===== src/jftd_pkg.sv =====
`timescale 1ns / 1ps
package jftd_pkg;

    localparam int unsigned VW = 21;
    localparam int unsigned DW = 8;
    localparam logic [6:0] POWERUP_MARK = 7'h5A;
    localparam logic [VW-1:0] DEVIATION_LIMIT = 21'd2000;

    localparam logic [2:0] ST_NORMAL   = 3'd0;
    localparam logic [2:0] ST_HOLD     = 3'd1;
    localparam logic [2:0] ST_JWAIT    = 3'd2;
    localparam logic [2:0] ST_LOST     = 3'd3;
    localparam logic [2:0] ST_DEV      = 3'd4;
    localparam logic [2:0] ST_DEV_LOST = 3'd5;
    localparam logic [2:0] ST_OTHER    = 3'd6;
    localparam logic [2:0] ST_BAD      = 3'd7;

    localparam logic [1:0] MODE_DIRECT = 2'd0;
    localparam logic [1:0] MODE_WAIT   = 2'd1;
    localparam logic [1:0] MODE_FIXED  = 2'd2;
    localparam logic [1:0] MODE_TREND  = 2'd3;

    localparam logic [2:0] REG_THRESHOLD = 3'd0;
    localparam logic [2:0] REG_MODE      = 3'd1;
    localparam logic [2:0] REG_WAIT      = 3'd2;
    localparam logic [2:0] REG_STEP      = 3'd3;
    localparam logic [2:0] REG_TREND     = 3'd4;
    localparam logic [2:0] REG_DAMPING   = 3'd5;

    typedef struct packed {
        logic [VW-1:0] av;
        logic [VW-1:0] fill_val;
        logic          fill;
        logic [2:0]    st;
        logic          flag;
        logic [DW-1:0] d;
    } t_job;

    typedef enum logic [2:0] {
        B_IDLE,
        B_FILL,
        B_SCAN,
        B_HEAD,
        B_TAIL,
        B_DIV,
        B_OUT
    } t_bstate;

endpackage


===== src/jftd_ifs.sv =====
`timescale 1ns / 1ps
interface jftd_in_if;
    logic        valid;
    logic        ready;
    logic [20:0] distance;
    logic [20:0] present_value;
    logic [2:0]  status_in;
    modport source (output valid, output distance, output present_value, output status_in,
                    input ready);
    modport sink (input valid, input distance, input present_value, input status_in,
                  output ready);
endinterface

interface jftd_out_if;
    logic        valid;
    logic        ready;
    logic [20:0] damped_distance;
    logic [2:0]  status_out;
    logic        jump_accepted;
    modport source (output valid, output damped_distance, output status_out,
                    output jump_accepted, input ready);
    modport sink (input valid, input damped_distance, input status_out,
                  input jump_accepted, output ready);
endinterface


===== src/jftd_front.sv =====
`timescale 1ns / 1ps
module jftd_front import jftd_pkg::*; #(
    parameter int HISTORY_DEPTH = 64,
    parameter int CONFIRM_COUNT = 3
) (
    input  logic         i_clk,
    input  logic         i_rst_n,
    input  logic         i_cfg_we,
    input  logic [2:0]   i_cfg_idx,
    input  logic [20:0]  i_cfg_data,
    jftd_in_if.sink      i_in_ch,
    input  logic         i_q_full,
    output logic         o_push,
    output t_job         o_job
);
    localparam logic [DW-1:0] DMAX = DW'(HISTORY_DEPTH - 1);
    localparam logic [6:0] CC = 7'(CONFIRM_COUNT);

    logic [20:0] r_thr, r_step, r_trend;
    logic [1:0]  r_mode;
    logic [15:0] r_wtime;
    logic [5:0]  r_damp;

    logic [20:0] r_acc, n_acc;
    logic [6:0]  r_conf, n_conf;
    logic [15:0] r_wait, n_wait;

    logic [20:0] meas, pv, diff, diff2, step, a_val, pvms;
    logic [21:0] pvps;
    logic [2:0]  st;
    logic [6:0]  c1;
    logic        flag, fill;
    logic [DW-1:0] dext;

    assign meas = i_in_ch.distance;
    assign pv = i_in_ch.present_value;
    assign i_in_ch.ready = !i_q_full;
    assign o_push = i_in_ch.valid && !i_q_full;

    always_ff @(posedge i_clk) begin
        if (!i_rst_n) begin
            r_thr   <= 21'd5000;
            r_mode  <= MODE_DIRECT;
            r_wtime <= 16'd10;
            r_step  <= 21'd1000;
            r_trend <= 21'd0;
            r_damp  <= 6'd0;
        end else if (i_cfg_we) begin
            unique case (i_cfg_idx)
                REG_THRESHOLD: r_thr <= i_cfg_data;
                REG_MODE:      r_mode <= i_cfg_data[1:0];
                REG_WAIT:      r_wtime <= i_cfg_data[15:0];
                REG_STEP:      r_step <= i_cfg_data;
                REG_TREND:     r_trend <= i_cfg_data;
                REG_DAMPING:   r_damp <= i_cfg_data[5:0];
                default: ;
            endcase
        end
    end

    // step toward the new distance
    always_comb begin
        step = (r_mode == MODE_FIXED) ? r_step : r_trend;
        pvms = pv - step;
        pvps = {1'b0, pv} + {1'b0, step};
        if (meas < pv) begin
            a_val = (pv <= step || pvms < meas) ? meas : pvms;
        end else begin
            a_val = (pvps > {1'b0, meas}) ? meas : pvps[20:0];
        end
    end

    always_comb begin
        st = (i_in_ch.status_in == ST_BAD) ? ST_OTHER : i_in_ch.status_in;
        flag = 1'b0;
        fill = 1'b0;
        n_acc = r_acc;
        n_conf = r_conf;
        n_wait = r_wait;
        c1 = r_conf + 7'd1;
        diff = (meas > pv) ? meas - pv : pv - meas;
        if (diff < r_thr) begin
            n_acc = meas;
            if (r_conf != POWERUP_MARK) n_conf = 7'd0;
            n_wait = 16'd0;
        end else begin
            fill = (r_conf == POWERUP_MARK);
            if (c1 < CC) begin
                n_conf = c1;
                n_wait = r_wtime;
            end else begin
                n_conf = CC;
                unique case (r_mode)
                    MODE_DIRECT: n_acc = meas;
                    MODE_WAIT: begin
                        if (r_wait == 16'd0) begin
                            n_acc = meas;
                            flag = 1'b1;
                        end else if (st != ST_HOLD) begin
                            n_wait = r_wait - 16'd1;
                            st = ST_JWAIT;
                            n_acc = pv;
                        end
                    end
                    default: n_acc = a_val;
                endcase
            end
        end
        diff2 = (n_acc > pv) ? n_acc - pv : pv - n_acc;
        if (diff2 >= DEVIATION_LIMIT) begin
            if (st == ST_NORMAL) st = ST_DEV;
            else if (st == ST_LOST) st = ST_DEV_LOST;
        end
        dext = DW'(r_damp);
        if (dext > DMAX) dext = DMAX;
    end

    assign o_job = '{av: n_acc, fill_val: meas, fill: fill, st: st, flag: flag, d: dext};

    always_ff @(posedge i_clk) begin
        if (!i_rst_n) begin
            r_acc  <= '0;
            r_conf <= POWERUP_MARK;
            r_wait <= '0;
        end else if (o_push) begin
            r_acc  <= n_acc;
            r_conf <= n_conf;
            r_wait <= n_wait;
        end
    end
endmodule


===== src/jftd_queue.sv =====
`timescale 1ns / 1ps
module jftd_queue import jftd_pkg::*; (
    input  logic i_clk,
    input  logic i_rst_n,
    input  logic i_push,
    input  t_job i_job,
    input  logic i_pop,
    output logic o_full,
    output logic o_valid,
    output t_job o_job
);
    t_job       r_ent [2];
    logic       r_wp, r_rp;
    logic [1:0] r_cnt;

    assign o_full = (r_cnt == 2'd2);
    assign o_valid = (r_cnt != 2'd0);
    assign o_job = r_ent[r_rp];

    always_ff @(posedge i_clk) begin
        if (i_push) r_ent[r_wp] <= i_job;
    end

    always_ff @(posedge i_clk) begin
        if (!i_rst_n) begin
            r_wp  <= 1'b0;
            r_rp  <= 1'b0;
            r_cnt <= 2'd0;
        end else begin
            if (i_push) r_wp <= !r_wp;
            if (i_pop) r_rp <= !r_rp;
            r_cnt <= r_cnt + 2'(i_push) - 2'(i_pop);
        end
    end
endmodule


===== src/jftd_back.sv =====
`timescale 1ns / 1ps
module jftd_back import jftd_pkg::*; #(
    parameter int HISTORY_DEPTH = 64
) (
    input  logic        i_clk,
    input  logic        i_rst_n,
    input  logic        i_q_valid,
    input  t_job        i_job,
    output logic        o_pop,
    jftd_out_if.source  o_out_ch
);
    localparam int AW = $clog2(HISTORY_DEPTH);
    localparam int SW = VW + AW + 1;
    localparam int CW = $clog2(SW + 1);
    localparam logic [AW-1:0] LAST = AW'(HISTORY_DEPTH - 1);

    t_bstate r_state, n_state;
    t_job    r_job;
    logic [VW-1:0] mem [HISTORY_DEPTH];
    logic [VW-1:0] r_q;
    logic [AW-1:0] r_ptr, r_didx, dd;
    logic          r_issue, r_dv;
    logic [SW-1:0] r_tot, r_num;
    logic [VW-1:0] r_mn, r_mx;
    logic [AW-1:0] r_rem;
    logic [CW-1:0] r_cnt;
    logic          we;
    logic [AW-1:0] waddr;
    logic [VW-1:0] wdata;
    logic [AW:0]   rs, rsub;
    logic          ge, load_out;
    logic [VW-1:0] r_res;
    logic [2:0]    r_st;
    logic          r_flag, r_ov;

    assign dd = r_job.d[AW-1:0];
    assign rs = {r_rem, r_num[SW-1]};
    assign ge = rs >= {1'b0, dd};
    assign rsub = rs - {1'b0, dd};

    always_comb begin
        n_state = r_state;
        unique case (r_state)
            B_IDLE: if (i_q_valid) n_state = i_job.fill ? B_FILL : B_SCAN;
            B_FILL: if (r_ptr == LAST) n_state = B_SCAN;
            B_SCAN: if (r_dv && r_didx == '0) n_state = B_HEAD;
            B_HEAD: n_state = (dd == LAST) ? B_DIV : B_TAIL;
            B_TAIL: if (r_ptr == LAST) n_state = B_DIV;
            B_DIV:  if (dd == '0 || r_cnt == CW'(SW - 1)) n_state = B_OUT;
            B_OUT:  if (!r_ov || o_out_ch.ready) n_state = B_IDLE;
            default: n_state = B_IDLE;
        endcase
    end

    always_comb begin
        o_pop = 1'b0;
        we = 1'b0;
        waddr = r_ptr;
        wdata = r_job.av;
        load_out = 1'b0;
        unique case (r_state)
            B_IDLE: o_pop = i_q_valid;
            B_FILL: begin
                we = 1'b1;
                wdata = r_job.fill_val;
            end
            B_SCAN: begin
                we = r_dv && (r_didx < dd);
                waddr = r_didx + AW'(1);
                wdata = r_q;
            end
            B_HEAD: begin
                we = 1'b1;
                waddr = '0;
            end
            B_TAIL: we = 1'b1;
            B_OUT:  load_out = !r_ov || o_out_ch.ready;
            default: ;
        endcase
    end

    always_ff @(posedge i_clk) begin
        if (we) mem[waddr] <= wdata;
        r_q <= mem[r_ptr];
    end

    always_ff @(posedge i_clk) begin
        if (!i_rst_n) begin
            r_state <= B_IDLE;
        end else begin
            r_state <= n_state;
        end
    end

    always_ff @(posedge i_clk) begin
        unique case (r_state)
            B_IDLE: begin
                r_job   <= i_job;
                r_ptr   <= i_job.fill ? '0 : i_job.d[AW-1:0];
                r_issue <= 1'b1;
                r_dv    <= 1'b0;
                r_tot   <= SW'(i_job.av);
                r_mn    <= i_job.av;
                r_mx    <= i_job.av;
            end
            B_FILL: r_ptr <= (r_ptr == LAST) ? dd : r_ptr + AW'(1);
            B_SCAN: begin
                r_dv   <= r_issue;
                r_didx <= r_ptr;
                if (r_issue) begin
                    if (r_ptr == '0) r_issue <= 1'b0;
                    else r_ptr <= r_ptr - AW'(1);
                end
                if (r_dv) begin
                    r_tot <= r_tot + SW'(r_q);
                    if (r_didx < dd) begin
                        if (r_q < r_mn) r_mn <= r_q;
                        if (r_q > r_mx) r_mx <= r_q;
                    end
                end
            end
            B_HEAD: begin
                r_ptr <= dd + AW'(1);
                r_num <= r_tot - SW'(r_mn) - SW'(r_mx) + SW'(dd[AW-1:1]);
                r_rem <= '0;
                r_cnt <= '0;
            end
            B_TAIL: r_ptr <= r_ptr + AW'(1);
            B_DIV: begin
                r_rem <= ge ? rsub[AW-1:0] : rs[AW-1:0];
                r_num <= {r_num[SW-2:0], ge};
                r_cnt <= r_cnt + CW'(1);
            end
            default: ;
        endcase
    end

    always_ff @(posedge i_clk) begin
        if (load_out) begin
            r_res  <= (dd == '0) ? r_job.av : r_num[VW-1:0];
            r_st   <= r_job.st;
            r_flag <= r_job.flag;
        end
    end

    always_ff @(posedge i_clk) begin
        if (!i_rst_n) begin
            r_ov <= 1'b0;
        end else if (load_out) begin
            r_ov <= 1'b1;
        end else if (o_out_ch.ready) begin
            r_ov <= 1'b0;
        end
    end

    assign o_out_ch.valid = r_ov;
    assign o_out_ch.damped_distance = r_res;
    assign o_out_ch.status_out = r_st;
    assign o_out_ch.jump_accepted = r_flag;
endmodule


===== src/jump_filter_trimmed_damping.sv =====
`timescale 1ns / 1ps
// channel   dir  payload                                        handshake
// i_in_ch   in   distance, present_value, status_in             valid/ready
// o_out_ch  out  damped_distance, status_out, jump_accepted     valid/ready
// cfg       in   i_cfg_idx, i_cfg_data                          i_cfg_we
//
// one result per item; the back end takes a new item only once the last one's result
// is loaded into the output register, after the history walk and the 28-step
// bit-serial divider (28 steps at depth 64; cut short when damping is off)
// the first jump after reset first fills the whole history with its distance
// a two-entry queue lets the front take items while the back end works
// synchronous active-low reset; history memory is not cleared
module jump_filter_trimmed_damping import jftd_pkg::*; #(
    parameter int HISTORY_DEPTH = 64,
    parameter int CONFIRM_COUNT = 3
) (
    input  logic        i_clk,
    input  logic        i_rst_n,
    input  logic        i_cfg_we,
    input  logic [2:0]  i_cfg_idx,
    input  logic [20:0] i_cfg_data,
    jftd_in_if.sink     i_in_ch,
    jftd_out_if.source  o_out_ch
);
    logic q_full, push, pop, q_valid;
    t_job job_in, job_out;

    jftd_front #(.HISTORY_DEPTH(HISTORY_DEPTH), .CONFIRM_COUNT(CONFIRM_COUNT)) u_front (
        .i_clk(i_clk), .i_rst_n(i_rst_n),
        .i_cfg_we(i_cfg_we), .i_cfg_idx(i_cfg_idx), .i_cfg_data(i_cfg_data),
        .i_in_ch(i_in_ch), .i_q_full(q_full), .o_push(push), .o_job(job_in)
    );

    jftd_queue u_queue (
        .i_clk(i_clk), .i_rst_n(i_rst_n), .i_push(push), .i_job(job_in),
        .i_pop(pop), .o_full(q_full), .o_valid(q_valid), .o_job(job_out)
    );

    jftd_back #(.HISTORY_DEPTH(HISTORY_DEPTH)) u_back (
        .i_clk(i_clk), .i_rst_n(i_rst_n), .i_q_valid(q_valid), .i_job(job_out),
        .o_pop(pop), .o_out_ch(o_out_ch)
    );
endmodule


===== src/flat_wrapper.sv =====
// flat-port wrapper written by rule: the top's interface ports become plain ports
module jump_filter_trimmed_damping_flat import jftd_pkg::*;
#(
    parameter int HISTORY_DEPTH = 64,
    parameter int CONFIRM_COUNT = 3
)
  (i_clk, i_rst_n, i_cfg_we, i_cfg_idx, i_cfg_data, i_in_ch_valid, i_in_ch_distance, i_in_ch_present_value, i_in_ch_status_in, i_in_ch_ready, o_out_ch_valid, o_out_ch_damped_distance, o_out_ch_status_out, o_out_ch_jump_accepted, o_out_ch_ready);
  jftd_in_if i_in_ch_i ();
  jftd_out_if o_out_ch_i ();
  input  logic i_clk;
  input  logic i_rst_n;
  input  logic i_cfg_we;
  input  logic [2:0] i_cfg_idx;
  input  logic [20:0] i_cfg_data;
  input wire logic [$bits(i_in_ch_i.valid)-1:0] i_in_ch_valid;
  input wire logic [$bits(i_in_ch_i.distance)-1:0] i_in_ch_distance;
  input wire logic [$bits(i_in_ch_i.present_value)-1:0] i_in_ch_present_value;
  input wire logic [$bits(i_in_ch_i.status_in)-1:0] i_in_ch_status_in;
  output wire logic [$bits(i_in_ch_i.ready)-1:0] i_in_ch_ready;
  output wire logic [$bits(o_out_ch_i.valid)-1:0] o_out_ch_valid;
  output wire logic [$bits(o_out_ch_i.damped_distance)-1:0] o_out_ch_damped_distance;
  output wire logic [$bits(o_out_ch_i.status_out)-1:0] o_out_ch_status_out;
  output wire logic [$bits(o_out_ch_i.jump_accepted)-1:0] o_out_ch_jump_accepted;
  input wire logic [$bits(o_out_ch_i.ready)-1:0] o_out_ch_ready;
  assign i_in_ch_i.valid = i_in_ch_valid;
  assign i_in_ch_i.distance = i_in_ch_distance;
  assign i_in_ch_i.present_value = i_in_ch_present_value;
  assign i_in_ch_i.status_in = i_in_ch_status_in;
  assign i_in_ch_ready = i_in_ch_i.ready;
  assign o_out_ch_valid = o_out_ch_i.valid;
  assign o_out_ch_damped_distance = o_out_ch_i.damped_distance;
  assign o_out_ch_status_out = o_out_ch_i.status_out;
  assign o_out_ch_jump_accepted = o_out_ch_i.jump_accepted;
  assign o_out_ch_i.ready = o_out_ch_ready;
  jump_filter_trimmed_damping #(.HISTORY_DEPTH(HISTORY_DEPTH), .CONFIRM_COUNT(CONFIRM_COUNT)) u_core (.i_clk(i_clk), .i_rst_n(i_rst_n), .i_cfg_we(i_cfg_we), .i_cfg_idx(i_cfg_idx), .i_cfg_data(i_cfg_data), .i_in_ch(i_in_ch_i), .o_out_ch(o_out_ch_i));
endmodule

===== config.mk =====
export PLATFORM = sky130hd
export DESIGN_NAME = jump_filter_trimmed_damping_flat
export DESIGN_NICKNAME = d
export VERILOG_FILES = /design/src/jftd_pkg.sv /design/src/jftd_ifs.sv /design/src/jftd_front.sv /design/src/jftd_queue.sv /design/src/jftd_back.sv /design/src/jump_filter_trimmed_damping.sv /design/src/flat_wrapper.sv
export SDC_FILE = /design/constraint.sdc
export NUM_CORES = 2
export LEC_CHECK = 0
export BUFFER_PORTS_ARGS = -buffer_cell sky130_fd_sc_hd__buf_2
export CORE_MARGIN = 4
export CORE_UTILIZATION = 45
export DETAILED_ROUTE_END_ITERATION = 12
export GPL_ROUTABILITY_DRIVEN = 0
export MAX_ROUTING_LAYER = met4
export PLACE_DENSITY = 0.63
export SYNTH_ARGS = -nofsm -noshare
export SYNTH_HDL_FRONTEND = slang
export SYNTH_SLANG_ARGS = --single-unit

===== constraint.sdc =====
create_clock -name i_clk -period 12.14 [get_ports i_clk]
set_input_delay 1.821 -clock i_clk [delete_from_list [all_inputs] [get_ports i_clk]]
set_output_delay 1.821 -clock i_clk [all_outputs]
set_load 0.02 [all_outputs]

# After elaboration in Yosys (flattened, before gate mapping)
# Memory sizes are Yosys's and may differ from the RTL's. A register that Yosys moved wholly into a read port is not among the register bits.
# Index checks and enable logic that the tools add are counted.
[totals] reg_bits=339 ramBits=1450 out_inout_bits=27 inputBits=74 elab_cells=221 mem_count=2
[classes] addsub=20 n_mux=79 n_lt_le_gt_ge=13 eq_ne=36 n_reduce_logical=39
[mem_list] memory="u_core.u_back.mem" depth=64 word_bits=21 read_ports=1 rd_ports_with_merged_regs=1 write_ports=1 line_no="jftd_back.sv:19" text="logic [VW-1:0] mem [HISTORY_DEPTH];"
[mem_list] memory="u_core.u_queue.r_ent" depth=2 word_bits=53 read_ports=1 rd_ports_with_merged_regs=1 write_ports=1 line_no="jftd_queue.sv:12" text="t_job r_ent [2];"
[op_table] cell="two-way mux 21 bit" count=17
[op_table] cell="one-hot mux 21 bit (2 select lines)" count=4
[op_table] cell="one-hot mux 28 bit (2 select lines)" count=2
[op_table] cell="subtractor 21 bit" count=5
[op_table] cell="< comparator 21 bit" count=4
[op_table] cell="two-way mux 16 bit" count=5
[op_table] cell="> comparator 21 bit" count=3
[op_table] cell="subtractor 28 x 21 -> 28 bit" count=2
[op_table] cell="two-way mux 3 bit" count=15
[op_table] cell="two-way mux 6 bit" count=5
[op_table] cell="one-hot mux 6 bit (5 select lines)" count=1
[op_table] cell="adder 28 x 21 -> 28 bit" count=1
[op_table] cell="adder 28 x 5 -> 28 bit" count=1
[op_table] cell="two-way mux 28 bit" count=1
[op_table] cell="!= test 2 bit (second input constant)" count=12
[op_table] cell="one-hot mux 6 bit (2 select lines)" count=2
[op_table] cell="adder 21 x 21 -> 22 bit" count=1
[op_table] cell="> comparator 22 x 21 -> 1 bit" count=1
[op_table] cell=">= comparator 21 x 11 -> 1 bit (second input constant)" count=1
[op_table] cell="less-or-equal comparator 21 bit" count=1
[op_table] cell="two-way mux 7 bit" count=3
[op_table] cell="one-hot mux 3 bit (7 select lines)" count=1
[op_table] cell="adder 6 x 1 -> 6 bit (second input constant)" count=3
[op_table] cell="equality test 3 bit (second input constant)" count=6
[op_table] cell="40 further kinds" count=90

# Logic depth before layout (Yosys ltp)
[logic_depth] ltp_word=14 depth_mapped=44 ltp_nobuf=40

# Cells and area by module
# From an unflattened synthesis, not the netlist that was laid out.
[hier_totals] cells_unflattened=5430 hier_area_um2=83829.1
[modules_own_cells] module="jftd_back" cells_per_inst=3306 seq_area_each_um2=46864.9 n_inst=1 area_each_um2=64886.0
[modules_own_cells] module="jftd_front" cells_per_inst=1932 seq_area_each_um2=2622.5 n_inst=1 area_each_um2=14493.9
[modules_own_cells] module="jftd_queue" cells_per_inst=192 seq_area_each_um2=3403.3 n_inst=1 area_each_um2=4449.3

# Worst setup path before layout
# No wires, ideal clock.
[synth_path] path_kind="input to register" from="in i_in_ch_present_value[13]" to="mem u_core.u_queue.r_ent[0][9] (netlist bit), data pin" t_required_ns=11.855 setup_slack_ns=2.038 t_arrival_ns=9.817 path_stages=40 setup_time_ns=0.285 path_buffers=7 cell_sequence="inv_1 -> ha_1 -> clkbuf_1 -> nand4_1 -> or2_2 -> or2_2 -> or4_1 -> nand2_1 -> buf_2 -> buf_1 -> nor3_1 -> a21oi_1 -> xnor2_1 -> ha_1 -> a21o_1 -> a21o_1 -> a21oi_1 -> o21ai_0 -> [4 not listed] -> nor3_1 -> clkbuf_1 -> a222oi_1 -> nand2_1 -> ha_1 -> clkbuf_1 -> and4_1 -> nand3_1 -> a21oi_1 -> nor3_1 -> a31o_2 -> a21oi_2 -> buf_2 -> mux2_2 -> xnor2_1 -> nand4_1 -> a2111oi_0 -> a21oi_1"
[synth_rtl] item="start, declared" line_no="flat_wrapper.sv:17" text="input wire logic [$bits(i_in_ch_i.present_value)-1:0] i_in_ch_present_value;"
[synth_rtl] item="end, declared" line_no="jftd_queue.sv:12"

==> out/results.ini <==
[run_status]
status=completed

[clock_tree]
clk_path_buf_depth=3
cts.htree.levels=4
clk_latency_ns=0.83
cts_tree=built
clock_sinks=1811
post_cts_resized=0
cts_made_buffers=183
ctsHoldBuffers=0
ctsRootBufferMaster=clkbuf_16
clkTransAtPathRegs_ns=0.06
post_cts_buffers=0

[yosys]
yosys_warnings=0
avgSynthCellArea_um2=15.44
yosysUniqueCellTypes=93
synth_cells=5370
synth-edff-count=1650
ys_seq_area_share_pct=63.63
ys_ff_latch=1811
netlist_area_mm2=0.08293
synth-async-reset-ratio_pct=0
synth_fp_nets=5803
ys.flop_type=edfxtp_1

[sta]
setup_viol=0
max_freq_ghz=0.08963
hold_violations=0
drv_slew=0
tightest_slew_ns=1.178
period_share_pct=91.91
rsz0062_at_grt=false
skew_ns=0.06643
final.setup.tns_ns=0
fin_crit_ns=11.16
slew_headroom_pct=21.19

[global_route]
use_met1_pct=33.45
grt_pass1_vias=47450
overflow=0
busiest_layer=met2
grt_pass1_wl_um=321200
grt_max_degree=107
grt_util_met2_pct=35.50
antenna_found_initial=15
use_met3_pct=3.264
gr-usage-all-layers_pct=23.28

[hold_path]
holdPathStages=0
hold_start=u_core.u_back.r_job[8]
hold_path.class=flop to flop
holdPathEnd=u_core.u_back.o_out_ch.jump_accepted

[critical_path]
r2r_start=u_core.u_front.r_mode[1]
cp.arrival_ns=11.61
cpPeakStageDelay_ns=0.97
crit_top_cell=a21oi_1
setup.worst_path.start_class=input port
r2r-end=u_core.u_queue.r_ent[1][9]
cpMaxStageDelayCell=a2111oi_0
crit_path_max_fanout=41
cp-end-kind=flop
rr_worst_depth=40
crit_type=input port to flop
critical_path_required_ns=12.60
r2r_slack_ns=1.16

[drt]
routedWlPerCell_um=26.82
postRouteAntennaNets=0
wirelength_um=219300
viasPerCell=5.973
dr.pass1.iters=5
vias=48840
drc_errors=0
dr.first_iter.drc_count=5855

[floorplanning]
die_area_mm2=0.1912
std_cell_rows=157
die_w_um=437.3
coreArea_mm2=0.1831
initial_core_util_pct=45.30
ios=101
die_h_um=437.3

[finish]
final_common_cell=edfxtp_1
layout_common_cells=1650 x edfxtp_1, 442 x mux4_2, 356 x nand2_1, 325 x ha_1, 266 x a21oi_1
drive_above_1_share_pct=21.22
area_growth_pct=12.32
fin_util_pct=50.88
nets=5973

[pwr]
power_w=0.02513
ir_drop_v=0.0002822
leakage_nw=32.04
p_per_area_mw_per_mm2=269.8

[place]
dp_hpwl_um=137500
io_buffer_count=100

[flow_run]
maxCapViolCount=0

## synth_stat cells, drive strengths merged (25+ instances only)
cell    number  area (um^2)
xor2        59        516.8
clkbuf     183        686.9
inv        222        833.3
o21ai      175        879.6
a31oi       27        168.9
ha         325         4066
xnor2       88        770.7
nor3        81        410.4
fa          34        680.7
or2         25        156.4
o21a        33        247.7
nand2      378         1419
nor2b       55        344.1
a21boi      78        585.6
edfxtp    1650        49550
a21oi      267         1340
o211ai      29        217.7
mux2       100         1126
mux4       442         9955
nand3       66        330.3
nand2b      38        237.7
a221oi      26        265.3
a22oi       30        225.2
nor2       307         1152
and3        27        168.9
a21o        97        728.2
nand4       29        181.4
buf         77        331.6
dfxtp      161         3223
## where the power goes
group	switching [W]	internal, W	total (W)
clock network	0.00248	0.00324	0.00573
registers	0.000352	0.00888	0.00923
logic	0.00629	0.00388	0.0102
total	0.00912	0.0160	0.0251
## sequential cells by signal, summed over array words and instances, names as in the netlist, 28 cells and up, named ones only
signal and flops:
u_core.u_back.r_num 28, u_core.u_back.r_job 46, u_core.u_queue.r_ent 106, u_core.u_back.r_tot 28, u_core.u_back.mem 1344
## how the worst max path moves through the flow
stage / cells after the start / endpoint / slack (ns) / start
floorplan: 40 / u_core.u_queue.r_ent[0][9] / 2.04 / i_in_ch_present_value[13]
global placement: 37 / u_core.u_queue.r_ent[0][9] / 0.85 / i_in_ch_present_value[1]
detailed placement: 39 / u_core.u_queue.r_ent[1][9] / 0.64 / i_in_ch_present_value[1]
CTS: 39 / u_core.u_queue.r_ent[1][9] / 1.42 / i_in_ch_present_value[1]
global route: 39 / u_core.u_queue.r_ent[1][9] / 0.47 / i_in_ch_present_value[1]
finish: 39 / u_core.u_queue.r_ent[1][9] / 0.98 / i_in_ch_present_value[1]
## metrics by stage
step / area, um^2 / cells / hold WS (ns) / setup slack [ns]
5_1_grt: 93140 / 8171 / 0.4217 / 0.4671
3_3_place_gp: 86940 / 7819 / 0.4046 / 0.8524
2_1_floorplan: 82930 / 5370 / 0.4003 / 2.038
3_5_place_dp: 86940 / 7819 / 0.4057 / 0.6401
6_report: 93150 / 8176 / 0.4183 / 0.9826
4_1_cts: 93120 / 8165 / 0.4207 / 1.420
## per-layer routing
metal / up-vias / share of wire [%] / wire [um]
met3: 289 / 7.7 / 16840
met2: 2051 / 47 / 102800
met5: - / 0 / 0
met4: 0 / 2.1 / 4651
li1: 21240 / - / -
met1: 25260 / 43 / 95010
## critical path: cells and delay by family
family                     cells  cell delay, ns
AOI/OAI and AO/OA             17            4.40
xor gates and xnor gates       2            0.60
adders and majority gates      3            1.20
buffers and inverters          7            1.91
muxes                          1            0.24
and+or+nand+nor                9            1.40
## layout make-up
class,count,area [um^2]
Multi-Input combinational cell,3075,28590
Timing Repair Buffer,245,1654
Clock inverter,119,1319
Antenna cell,11,27.53
Tap cell,2464,3083
Sequential cell,1811,52770
Inverter,224,840.8
Fill cell,15180,89930
Clock buffer,227,4857
## logic make-up (layout without fill, tap and decap cells)
logic type	after synthesis	in the layout	share of synthesized area, %
XOR/XNOR	147	147	1.553
flip-flops	1811	1811	63.63
adder cells (fa/ha/maj)	361	361	5.748
AO/OA/AOI/OAI	918	918	7.207
multiplexers	564	564	13.63
buffers and inverters	484	815	2.242
AND/OR/NAND/NOR	1085	1085	5.990
other	0	11	0
Power figures use the tool's default switching activity.
